### src/rtl/ibu_pkg.sv
// Shared types, constants and colour blend functions for the bilinear image upscaler.
package ibu_pkg;

    // Field widths fixed by the interface.
    localparam int SIZE_W   = 14;
    localparam int DST_W    = 13;
    localparam int COL_W    = 9;
    localparam int ROW_W    = 8;
    localparam int PIX_W    = 24;
    localparam int CH_W     = 8;
    localparam int FRAC_W   = 8;
    localparam int HALF_SH  = 15;
    localparam int CELL_SH  = 16;
    localparam int CIDX_W   = 2;

    // Configuration register indexes.
    localparam logic [CIDX_W-1:0] CFG_OUT_WIDTH  = 2'd0;
    localparam logic [CIDX_W-1:0] CFG_OUT_HEIGHT = 2'd1;

    // Request modes.
    typedef enum logic {
        MODE_LOAD = 1'b0,
        MODE_REQ  = 1'b1
    } mode_t;

    // Side information that travels with a request through the divider pipeline.
    typedef struct packed {
        logic              req;
        logic [COL_W-1:0]  col;
        logic [ROW_W-1:0]  row;
        logic [PIX_W-1:0]  pixel;
        logic              nearest;
    } load_tag_t;

    // Control that travels alongside the memory read and the blend stages.
    typedef struct packed {
        logic              valid;
        logic              req;
        logic              left_odd;
        logic              right_same;
        logic [FRAC_W-1:0] fx;
        logic [FRAC_W-1:0] fy;
    } ctl_t;

    // Blend of one 8-bit channel with weights 256-f and f.
    function automatic logic [CH_W-1:0] blend_ch(input logic [CH_W-1:0] a,
                                                 input logic [CH_W-1:0] b,
                                                 input logic [FRAC_W-1:0] f);
        logic [CH_W+FRAC_W:0] s;
        s = (CH_W+FRAC_W+1)'(a) * (CH_W+FRAC_W+1)'(9'd256 - {1'b0, f})
          + (CH_W+FRAC_W+1)'(b) * (CH_W+FRAC_W+1)'(f);
        return s[CH_W+FRAC_W-1:FRAC_W];
    endfunction

    // Blend of a whole RGB pixel, channel by channel.
    function automatic logic [PIX_W-1:0] blend_pix(input logic [PIX_W-1:0] a,
                                                   input logic [PIX_W-1:0] b,
                                                   input logic [FRAC_W-1:0] f);
        logic [PIX_W-1:0] r;
        r[23:16] = blend_ch(a[23:16], b[23:16], f);
        r[15:8]  = blend_ch(a[15:8], b[15:8], f);
        r[7:0]   = blend_ch(a[7:0], b[7:0], f);
        return r;
    endfunction

endpackage

### src/rtl/ibu_blend.sv
// Two-stage colour blend: vertical blend of both columns, then horizontal blend.
module ibu_blend
    import ibu_pkg::*;
(
    input  logic             clk,
    input  logic             rst_n,
    input  ctl_t             ctl,
    input  logic [PIX_W-1:0] even_a,
    input  logic [PIX_W-1:0] even_b,
    input  logic [PIX_W-1:0] odd_a,
    input  logic [PIX_W-1:0] odd_b,
    output logic             done,
    output logic [PIX_W-1:0] rgb_out,
    output logic             retire
);

    logic [PIX_W-1:0]  left_top;
    logic [PIX_W-1:0]  left_bot;
    logic [PIX_W-1:0]  right_top;
    logic [PIX_W-1:0]  right_bot;
    logic [PIX_W-1:0]  left_reg;
    logic [PIX_W-1:0]  right_reg;
    logic [FRAC_W-1:0] fx_reg;
    logic              valid_reg;
    logic              req_reg;
    logic [PIX_W-1:0]  rgb_reg;
    logic              done_reg;
    logic              retire_reg;

    // Pick the left and right columns from the two banks.
    always_comb
    begin
        left_top = ctl.left_odd ? odd_a : even_a;
        left_bot = ctl.left_odd ? odd_b : even_b;
        if (ctl.right_same)
        begin
            right_top = left_top;
            right_bot = left_bot;
        end
        else
        begin
            right_top = ctl.left_odd ? even_a : odd_a;
            right_bot = ctl.left_odd ? even_b : odd_b;
        end
    end

    // Vertical blend of both columns, then horizontal blend of the two results.
    always_ff @(posedge clk)
    begin
        left_reg  <= blend_pix(left_top, left_bot, ctl.fy);
        right_reg <= blend_pix(right_top, right_bot, ctl.fy);
        fx_reg    <= ctl.fx;
        rgb_reg   <= blend_pix(left_reg, right_reg, fx_reg);
    end

    // Control for the two blend stages.
    always_ff @(posedge clk or negedge rst_n)
    begin
        if (!rst_n)
        begin
            valid_reg  <= 1'b0;
            req_reg    <= 1'b0;
            done_reg   <= 1'b0;
            retire_reg <= 1'b0;
        end
        else
        begin
            valid_reg  <= ctl.valid;
            req_reg    <= ctl.req;
            done_reg   <= valid_reg && req_reg;
            retire_reg <= valid_reg;
        end
    end

    assign done    = done_reg;
    assign rgb_out = rgb_reg;
    assign retire  = retire_reg;

endmodule

### config.mk
export PLATFORM = sky130hd
export DESIGN_NAME = ibu_blend
export DESIGN_NICKNAME = d
export VERILOG_FILES = /design/src/rtl/ibu_pkg.sv /design/src/rtl/ibu_blend.sv
export SDC_FILE = /design/constraint.sdc
export NUM_CORES = 2
export LEC_CHECK = 0
export BUFFER_PORTS_ARGS = -buffer_cell sky130_fd_sc_hd__buf_2
export CAP_MARGIN = 0
export CORE_ASPECT_RATIO = 1.1
export CORE_MARGIN = 3
export CORE_UTILIZATION = 50
export DETAILED_ROUTE_END_ITERATION = 8
export PLACE_DENSITY = 0.74
export SYNTH_ARGS = -nofsm -noshare
export SYNTH_HDL_FRONTEND = slang
export SYNTH_SLANG_ARGS = --single-unit
### constraint.sdc
create_clock -name clk -period 14.2 [get_ports clk]
set_clock_uncertainty 0.15 [all_clocks]
set_input_delay 2.13 -clock clk [delete_from_list [all_inputs] [get_ports clk]]
set_output_delay 2.13 -clock clk [all_outputs]
set_load 0.01 [all_outputs]
==> metrics.cfg <==
[global_routing]
grt_start_max_net_pins=58
grt_pass1_vias=33700
grt-ovfl-total=0
grt_antenna_before_repair=11
grt_pass1_wl_um=177000
track_usage_pct=25.5

[worst_setup_path]
cp_common_cell=fa_1
cp-startpoint=ctl[17]
critPathBufInv=6
path_cells=buf_4, xor2_4, buf_4, buf_4, mux2i_1, nor2_1, fa_1, inv_1, fa_1, fa_1, inv_1, fa_1, fa_1, fa_1, ha_1, a21oi_1, inv_1, o21ai_0, nor3_1, o31a_1, nor2_1, xnor2_1
crit_required_ps=14380
crit_type=in -> reg
critPathCaptureType=register
worst_setup_path_start_kind=input pin
rr_startpoint=fx_reg[0]$_DFF_P_
crit_fanout=43
critPathArrivalTime_ps=9630
path_delay_family=adder cells
critical_path.max_stage_delay_ps=630
cp_slowest_cell=buf_4

[min_path]
hold_path_class=reg -> reg
hp-start=valid_reg$_DFF_PN0_

[clock_tree]
cts_hold_buffers=0
cts_tree=done
cts_buffers=9
cts.sinks=84
ctsResizeCount=0
postCtsSetupBuffers=0
cts_buffer_depth=2
clkTransAtPathRegs_ps=70
root_buffer=clkbuf_16
h-tree-depth=3
clock_latency_ps=400

[status]
status=completed

[placed_design]
gp_congestion=0.917
pre_cts_slack_ps=4450
dp.cells=5886
place_hpwl_um=88700
port_buffers=143

[drt]
drc=0
first_pass_iters=6
ant_nets=0
totalWireLength_um=109000
avgRoutedWirePerCell_um=18.4
vias_per_cell=5.21
drt_iter0_drc=1772
vias=30700

[sta]
hold_viol=0
period_share_pct=66.5
max_freq_mhz=106
grt_setup_unrepaired=false
max_slew_margin_pct=22.0
min_period_ps=9450
fin_ws_ps=4750
setup_tns_ps=0
tightest_slew_ps=1140
maxSlewViolCount=0
setup_viol=0

[yosys]
syn_area_per_cell_um2=8.95
ys_ff_latch=84
post_synth_instance_area_um2=42200
synth_fp_nets=6282
yosysTopAreaCellShare_pct=42.7
synth-edff-count=0
ys.flop_type=dfxtp_1
yosys_warnings=0
ys_top_cells_by_area=fa_1 43%, ha_1 16%, inv_1 11%
synthCells=4714
ys_async_sr_fraction_pct=4.76
netlist-cell-type-count=48
yosysSeqAreaShare_pct=4.03
yosysTopAreaCell=fa_1

[die]
num_rows=111
die_x_um=283
io_pins=144
core_um2=83500
start_util_pct=50.5
die-area_um2=87900
fp.dieH_um=311

[flow_run]
drv_cap=0

[cells_and_area]
instances_no_fill=5907
flow.area_growth_from_synthesis_pct=5.71
nNetsFinal=6335
drive_gt1_share_pct=6.48

cell type report:
cell class | instances | area, um2
fillers | 7591 | 38900
clock inverters | 7 | 87.6
repair buffers | 197 | 1120
inverters | 1252 | 4700
multi-input cells | 3223 | 35300
well taps | 1130 | 1410
clock buffers | 9 | 225
flip-flops and latches | 84 | 1700
diodes | 5 | 12.5
cell usage after synthesis (all sizes together), types with 4 or more instances:
library cell     n
a22oi            4
nor4             5
nor3            25
fa             900
or3              7
a31oi            5
nor2           227
o21bai           5
o21a            14
nand2          482
xnor2          100
nand2b          48
mux2            74
or2              4
a21o            13
inv           1252
o21ai           29
mux2i           67
buf             20
xor2            42
a21oi           41
nand3           10
and2           424
o211ai           4
dfrtp            4
dfxtp           80
nand4           11
clkbuf         135
nor2b          100
ha             550
placed cells by master, fill, tap and decap left out, types with 7 or more instances in the layout:
cell type | synthesis | final
inv_1 | 1252 | 1251
fa_1 | 900 | 900
ha_1 | 550 | 550
nand2_1 | 482 | 482
and2_1 | 424 | 424
nor2_1 | 227 | 227
buf_2 | 11 | 142
nor2b_1 | 100 | 100
xnor2_1 | 100 | 92
dfxtp_1 | 80 | 80
mux2_2 | 74 | 74
mux2i_1 | 67 | 67
buf_4 | 0 | 55
nand2b_1 | 48 | 48
a21oi_1 | 41 | 41
xor2_1 | 41 | 36
o21ai_0 | 29 | 29
nor3_1 | 25 | 23
o21a_1 | 14 | 14
a21o_1 | 13 | 13
nand4_1 | 11 | 11
nand3_1 | 10 | 10
clkbuf_16 | 0 | 9
xnor2_2 | 0 | 8
or3_1 | 7 | 7
per-stage QoR:
step / cell area [um2] / util (%) / hold slack [ps]
floorplan: 42200 / - / 197
global placement: 44300 / 53.0 / 198
detailed placement: 44300 / 53.0 / 202
CTS: 44600 / 53.4 / 219
global route: 44600 / 53.4 / 220
finish: 44600 / 53.4 / 216
path summary, 6_finish.rpt:
check                                   endpoint  slack (ps)  cells after the start
max reg2reg                  rgb_out[23]$_DFF_P_        6380                     25
max                        right_reg[22]$_DFF_P_        4750                     22
min                             retire$_DFF_PN0_         220                      0
max in group asynchronous         done$_DFF_PN0_       12410                      1
min reg2reg                     retire$_DFF_PN0_         220                      0
min in group asynchronous    valid_reg$_DFF_PN0_        1370                      1
kinds of logic (layout without fill, tap and decap cells):
kind of cell	count (synthesis)	count (layout)	share of synthesized area, %
mux	141	141	3.57
flops	84	84	4.03
simple gates	1350	1350	15.7
xor+xnor	142	142	2.97
other cells	0	5	0
buf+inv	1407	1465	12.6
fa+ha+maj	1450	1450	59.0
compound gates	140	140	2.12
metal layers:
layer | GRT usage, % | part of all wire [%] | vias up
met5 | 0 | 0.037 | -
met4 | 9.85 | 4.0 | 6
met3 | 5.09 | 8.1 | 263
met2 | 44.0 | 49 | 1088
met1 | 31.6 | 39 | 15500
li1 | - | - | 13900
worst reg2reg max path: cells and delay by family (launching register included):
kind,cells,cell delay [ps]
AOI/OAI and AO/OA,5,1350
xor gates and xnor gates,2,580
adders and majority gates,8,3490
buffers and inverters,6,980
DFF,1,300
and+or+nand+nor,4,900
Power is left out: the tool's default activity adds up to more than one toggle a clock period on the data nets, which glitch-free logic cannot reach.
