--- src/rtl/ibu_pkg.sv ---
// Shared types, constants and colour blend functions for the bilinear image upscaler.
package ibu_pkg;

    // Field widths fixed by the interface.
    localparam int SIZE_W   = 14;
    localparam int DST_W    = 13;
    localparam int COL_W    = 9;
    localparam int ROW_W    = 8;
    localparam int PIX_W    = 24;
    localparam int CH_W     = 8;
    localparam int FRAC_W   = 8;
    localparam int HALF_SH  = 15;
    localparam int CELL_SH  = 16;
    localparam int CIDX_W   = 2;

    // Configuration register indexes.
    localparam logic [CIDX_W-1:0] CFG_OUT_WIDTH  = 2'd0;
    localparam logic [CIDX_W-1:0] CFG_OUT_HEIGHT = 2'd1;

    // Request modes.
    typedef enum logic {
        MODE_LOAD = 1'b0,
        MODE_REQ  = 1'b1
    } mode_t;

    // Side information that travels with a request through the divider pipeline.
    typedef struct packed {
        logic              req;
        logic [COL_W-1:0]  col;
        logic [ROW_W-1:0]  row;
        logic [PIX_W-1:0]  pixel;
        logic              nearest;
    } load_tag_t;

    // Control that travels alongside the memory read and the blend stages.
    typedef struct packed {
        logic              valid;
        logic              req;
        logic              left_odd;
        logic              right_same;
        logic [FRAC_W-1:0] fx;
        logic [FRAC_W-1:0] fy;
    } ctl_t;

    // Blend of one 8-bit channel with weights 256-f and f.
    function automatic logic [CH_W-1:0] blend_ch(input logic [CH_W-1:0] a,
                                                 input logic [CH_W-1:0] b,
                                                 input logic [FRAC_W-1:0] f);
        logic [CH_W+FRAC_W:0] s;
        s = (CH_W+FRAC_W+1)'(a) * (CH_W+FRAC_W+1)'(9'd256 - {1'b0, f})
          + (CH_W+FRAC_W+1)'(b) * (CH_W+FRAC_W+1)'(f);
        return s[CH_W+FRAC_W-1:FRAC_W];
    endfunction

    // Blend of a whole RGB pixel, channel by channel.
    function automatic logic [PIX_W-1:0] blend_pix(input logic [PIX_W-1:0] a,
                                                   input logic [PIX_W-1:0] b,
                                                   input logic [FRAC_W-1:0] f);
        logic [PIX_W-1:0] r;
        r[23:16] = blend_ch(a[23:16], b[23:16], f);
        r[15:8]  = blend_ch(a[15:8], b[15:8], f);
        r[7:0]   = blend_ch(a[7:0], b[7:0], f);
        return r;
    endfunction

endpackage

--- src/rtl/ibu_div_pipe.sv ---
// Pipelined restoring divider, one quotient bit per stage, with a tag carried alongside.
module ibu_div_pipe
    import ibu_pkg::*;
#(
    parameter int NUM_W = 38,
    parameter int DEN_W = 14,
    parameter int TAG_W = 1
)
(
    input  logic             clk,
    input  logic             rst_n,
    input  logic             in_valid,
    input  logic [NUM_W-1:0] in_num,
    input  logic [TAG_W-1:0] in_tag,
    input  logic [DEN_W-1:0] den,
    output logic             out_valid,
    output logic [NUM_W-1:0] out_quot,
    output logic [TAG_W-1:0] out_tag
);

    localparam int ACC_W = DEN_W + NUM_W;

    logic [ACC_W-1:0] acc_reg [NUM_W];
    logic [TAG_W-1:0] tag_reg [NUM_W];
    logic [NUM_W-1:0] valid_reg;

    // One restoring step: shift in the next numerator bit and try to subtract.
    function automatic logic [ACC_W-1:0] div_step(input logic [ACC_W-1:0] acc,
                                                  input logic [DEN_W-1:0] d);
        logic [DEN_W:0] hi;
        logic [DEN_W:0] diff;
        logic           q;
        hi = acc[ACC_W-1 -: DEN_W+1];
        if (hi >= {1'b0, d})
        begin
            diff = hi - {1'b0, d};
            q    = 1'b1;
        end
        else
        begin
            diff = hi;
            q    = 1'b0;
        end
        return {diff[DEN_W-1:0], acc[NUM_W-2:0], q};
    endfunction

    // Valid bits shift along with the stages.
    always_ff @(posedge clk or negedge rst_n)
    begin
        if (!rst_n)
        begin
            valid_reg <= '0;
        end
        else
        begin
            valid_reg <= {valid_reg[NUM_W-2:0], in_valid};
        end
    end

    // Each stage resolves one quotient bit, most significant first.
    always_ff @(posedge clk)
    begin
        acc_reg[0] <= div_step({{DEN_W{1'b0}}, in_num}, den);
        tag_reg[0] <= in_tag;
        for (int i = 1; i < NUM_W; i++)
        begin
            acc_reg[i] <= div_step(acc_reg[i-1], den);
            tag_reg[i] <= tag_reg[i-1];
        end
    end

    assign out_valid = valid_reg[NUM_W-1];
    assign out_quot  = acc_reg[NUM_W-1][NUM_W-1:0];
    assign out_tag   = tag_reg[NUM_W-1];

endmodule

--- config.mk ---
export PLATFORM = sky130hd
export DESIGN_NAME = ibu_div_pipe
export DESIGN_NICKNAME = d
export VERILOG_FILES = /design/src/rtl/ibu_pkg.sv /design/src/rtl/ibu_div_pipe.sv
export SDC_FILE = /design/constraint.sdc
export NUM_CORES = 2
export LEC_CHECK = 0
export BUFFER_PORTS_ARGS = -buffer_cell sky130_fd_sc_hd__buf_2
export CAP_MARGIN = 0
export CELL_PAD_IN_SITES_DETAIL_PLACEMENT = 0
export CELL_PAD_IN_SITES_GLOBAL_PLACEMENT = 1
export CORE_UTILIZATION = 46
export DETAILED_ROUTE_END_ITERATION = 6
export GPL_TIMING_DRIVEN = 1
export PLACE_DENSITY = 0.75
export SYNTH_ARGS = -nofsm -noshare
export SYNTH_HDL_FRONTEND = slang
export SYNTH_SLANG_ARGS = --single-unit
export TNS_END_PERCENT = 1
--- constraint.sdc ---
create_clock -name clk -period 2.7 [get_ports clk]
set_input_delay 0.135 -clock clk [delete_from_list [all_inputs] [get_ports clk]]
set_output_delay 0.135 -clock clk [all_outputs]
set_load 0.05 [all_outputs]
==> run summary <==
The worst register-to-register path has a setup slack of 0.08 ns. Setup repair after global routing could not meet its margin everywhere. The final layout contains routed wiring with a total length of 150 mm. Counting along the longest clock path gives a buffer depth of 3.

The tool flagged a number of max-cap violations equal to 0. The run gives 86 as the count of distinct cell types in the synthesized netlist. The floorplan step set the die height to 396 µm. The highest attainable clock frequency was 381 MHz; the critical path's largest stage delay was 0.53 ns. The number of antenna diodes in the final layout is 0.

The run gives 36.4% as the sequential power share. The initial core utilization was 46.4%; the final setup TNS was 0 ns. The number of global-route vias before repair was 48200.

The count of buffers added on input and output ports is 95. The number of stages on the worst hold path is 5. The total core area was 0.154 mm².

The worst-case reg-to-reg path depth was 12. Walking the worst path, the cells encountered are dlygate4sd3_1 > buf_2 > clkinv_1 > buf_12 > buf_12 > ha_1 > a21o_1 > a211oi_2 > o21ai_0 > o211ai_1 > and4_1 > or2_2 > buf_4 > mux2_2. Die footprint: 0.157 mm².

The setup path with the least slack is of type in2reg. The maximum number of pins on one net before global-route repair is 39, and the internal power is 76.2 mW. In the routed design, unresolved DRC markers number 0. For this run, asynchronously set or reset flops after synthesis account for 1.86%.

The worst hold path terminates at acc_reg[0][350]. Counting I/O delays and the setup requirement, the final critical path takes 2.62 ns. Total power for the finished layout comes to 111 mW. The cell accounting for the most synthesized area was dfxtp_1. The run gives 0 as the number of antenna violations at the first check in global routing. The post-synthesis average cell area works out to 11.5 µm². In the final layout, the share of cells above drive strength 1 is 24.1%.

The detail route stage leaves a number of antenna-violating nets equal to 0. The tightest min-delay check is of the in2reg type. The power density relative to cell area is 1230 mW/mm², and the worst vdd rail ir drop is 710 µV. The worst pin sits at a relative slew slack of 63.9%. Per report_power, the clock group accounts for 26.7% of the total. Synthesis handed over a netlist of 6234 instances. The highest fanout seen on the critical path came out at 14. The global placement routability congestion is 0.870, and the routed wirelength normalized by instance count is 15.5 µm. The proportion of total power due to net switching is 31.6%, and the leakage power total is 40.3 nW.

For the final setup slack of the worst path, the log shows 0.0785 ns. From synthesis to final layout, the design area changed by 26.5%. The first routing iteration left 2297 violations. The number of synthesized register bits was 2038; the share of total power in combinational logic was 36.9%.

During I/O placement, the number of pins put on the boundary was 96. The logs give 19.0% for the overall fraction of global-route tracks in use and 0.82 ns for the clock latency on the worst-skew pair. The count of flip-flops with a built-in enable after synthesis is 0. Counting stages on the worst path, the most repeated cell is buf_12. After clock tree synthesis, the clock-pin slew on the worst setup and hold paths is 0.06 ns. The tree is rooted in a clkbuf_16. The startpoint of the most critical hold path was den[0]. The register with the most flip-flops in the layout has 1962 of them.

Setup violations remaining at the end of the flow were counted as 0. The tools report the sort of element at the end of the critical path as a register. STA classifies the critical path startpoint as an input pin. After layout, the worst path uses 97.1% of the clock period. Data arrives at the worst endpoint at 3.30 ns. The flow ran to the end, and the final reports show no timing, DRC or antenna violations. The floorplan has 144 rows. The startpoint identified for the worst register-to-register timing path is acc_reg[2][245]. The floorplan step set the die width to 396 µm.

TritonCTS built the clock tree. The endpoint identified for the worst register-to-register timing path is acc_reg[2][310]. For this run, the post-layout net count is 8143.

The cell with the largest stage delay on the worst path was dlygate4sd3_1. In this run the cell area of the synthesized design comes to 0.0715 mm². When the netlist entered floorplanning its net count stood at 6882. After synthesis, the cell types taking the most area are dfxtp_1 56%, ha_1 9.7%, mux2_2 3.7%. The wire-length estimate of the detail-placed layout is 108 mm. Data on the critical path is required at its endpoint by 3.38 ns.

The number of clock buffers added by TritonCTS is 200. The library cell used most frequently in the layout, excluding fill and tap cells, is dfxtp_1. At the placement stage, the worst setup path has a slack of -0.390 ns. For the wire length of the first global-routing pass, the log shows 244 mm.

Between clock sinks in the finished design, the worst skew comes to 0.0341 ns. The tools report the critical path startpoint as den[6]. For the max-slew violation count, the log shows 0.

The tools report the part of the Yosys area used for sequential elements as 57.4%. The analysis attributes to net switching a power of 35.2 mW. The run gives 2038 as the number of sinks driven by the clock tree. Among all flip-flop cells after synthesis, the most frequent one is dfxtp_1. In the routed layout, each cell is associated on average with a via count of 4.96. The logs give 48100 for the total via count after detailed routing and 0 for the number of synthesis warnings. The logs give 4 for the CTS H-tree depth and 0 for the total count of hold-check failures in the final report. The count of TritonRoute iterations in the first routing pass came out at 7. For this run the aggregate overflow at the end of global routing stands at 0. The slew at the pin with the worst max-slew slack was 0.536 ns. After synthesis, the largest area contributor takes up 56.0% of total cell area. On the final layout, the worst hold slack is 0.0668 ns. In the layout the commonest cells are 1997 x dfxtp_1, 935 x buf_4, 556 x ha_1.

For this run, the share of the core covered by cells in the final layout is 58.7%.
Yosys cell counts, drive strengths merged, types with 17 or more instances:
cell type,count
nand4,68
or3,36
nor3,79
and3,20
o21ai,410
nor3b,22
fa,36
a31o,36
o21bai,48
nor2b,33
clkbuf,46
nand2,336
o31ai,72
a211o,18
o21a,38
dfxtp,2000
xnor2,161
nand3b,30
and2,20
buf,60
ha,556
nor4,25
and4,20
a2111oi,46
mux2i,39
nand2b,74
mux2,244
a31oi,45
o211ai,17
nand3,50
dfrtp,38
a221oi,18
a211oi,49
inv,292
o31a,27
nor2,278
a21oi,362
a21boi,30
xor2,161
a21o,133
or2,33
worst max-delay path: cells and delay by family:
family | cells | cell delay, ns
buffers and inverters | 6 | 1.27
adder cells (fa/ha/maj) | 1 | 0.32
AND/OR/NAND/NOR | 2 | 0.41
multiplexers | 1 | 0.35
AO/OA/AOI/OAI | 4 | 0.79
cell families after synthesis:
group           Yosys count  share of synthesized area, %
flops                  2038                          57.4
xor+xnor                322                          3.95
fa+ha+maj               592                          10.7
mux                     283                          4.43
buf+inv                 398                          2.36
simple gates           1137                          7.90
compound gates         1464                          13.3
per-layer routing:
layer / track usage [%] / share of wire, % / vias to the layer above
met3: 2.94 / 3.3 / 258
met5: 0 / 0 / -
li1: - / - / 24700
met1: 25.2 / 48 / 22500
met2: 31.7 / 46 / 708
met4: 6.15 / 2.6 / 0
worst max path at each step:
| stage | endpoint | slack, ns | cells after the start |
|---|---|---|---|
| after floorplan | acc_reg[3][147] | -1.42 | 10 |
| after CTS | acc_reg[2][310] | -0.02 | 12 |
| final | acc_reg[2][247] | 0.08 | 14 |
| after detailed placement | acc_reg[4][152] | -0.39 | 14 |
| after global placement | acc_reg[4][152] | -0.39 | 14 |
| after global routing | acc_reg[1][414] | -0.05 | 12 |
power by group through the flow:
stage / Combinational, mW / Sequential (mW) / Clock (mW)
after floorplan: 26.9 / 39.7 / 0
after global placement: 39.4 / 41.2 / 0
after detailed placement: 39.9 / 41.2 / 0
after CTS: 40.5 / 40.7 / 30.7
after global routing: 45.7 / 41.2 / 31.9
final: 41.1 / 40.5 / 29.8
timing repair:
item                                   CTS  global route
buffers inserted                         0            23
endpoints found under the hold margin   97             0
hold buffers                            96             0
pin swaps                               14            55
gates resized for setup                 34           106
setup endpoints to repair               21           172
through the flow:
stage	area [µm²]	cells
floorplan	71500	6234
global placement	81600	9218
detailed placement	81600	9218
CTS	89900	9684
global route	90400	9707
finish	90400	9707
layout make-up:
| class | count | area, µm² |
|---|---|---|
| fill | 12800 | 63600 |
| multi-input combinational | 3798 | 29200 |
| timing repair buffer | 1165 | 9220 |
| clock buffer | 258 | 5530 |
| sequential | 2038 | 41000 |
| clock inverter | 112 | 1750 |
| inverter | 292 | 1110 |
| tap | 2044 | 2560 |
Power figures use the tool's default switching activity.
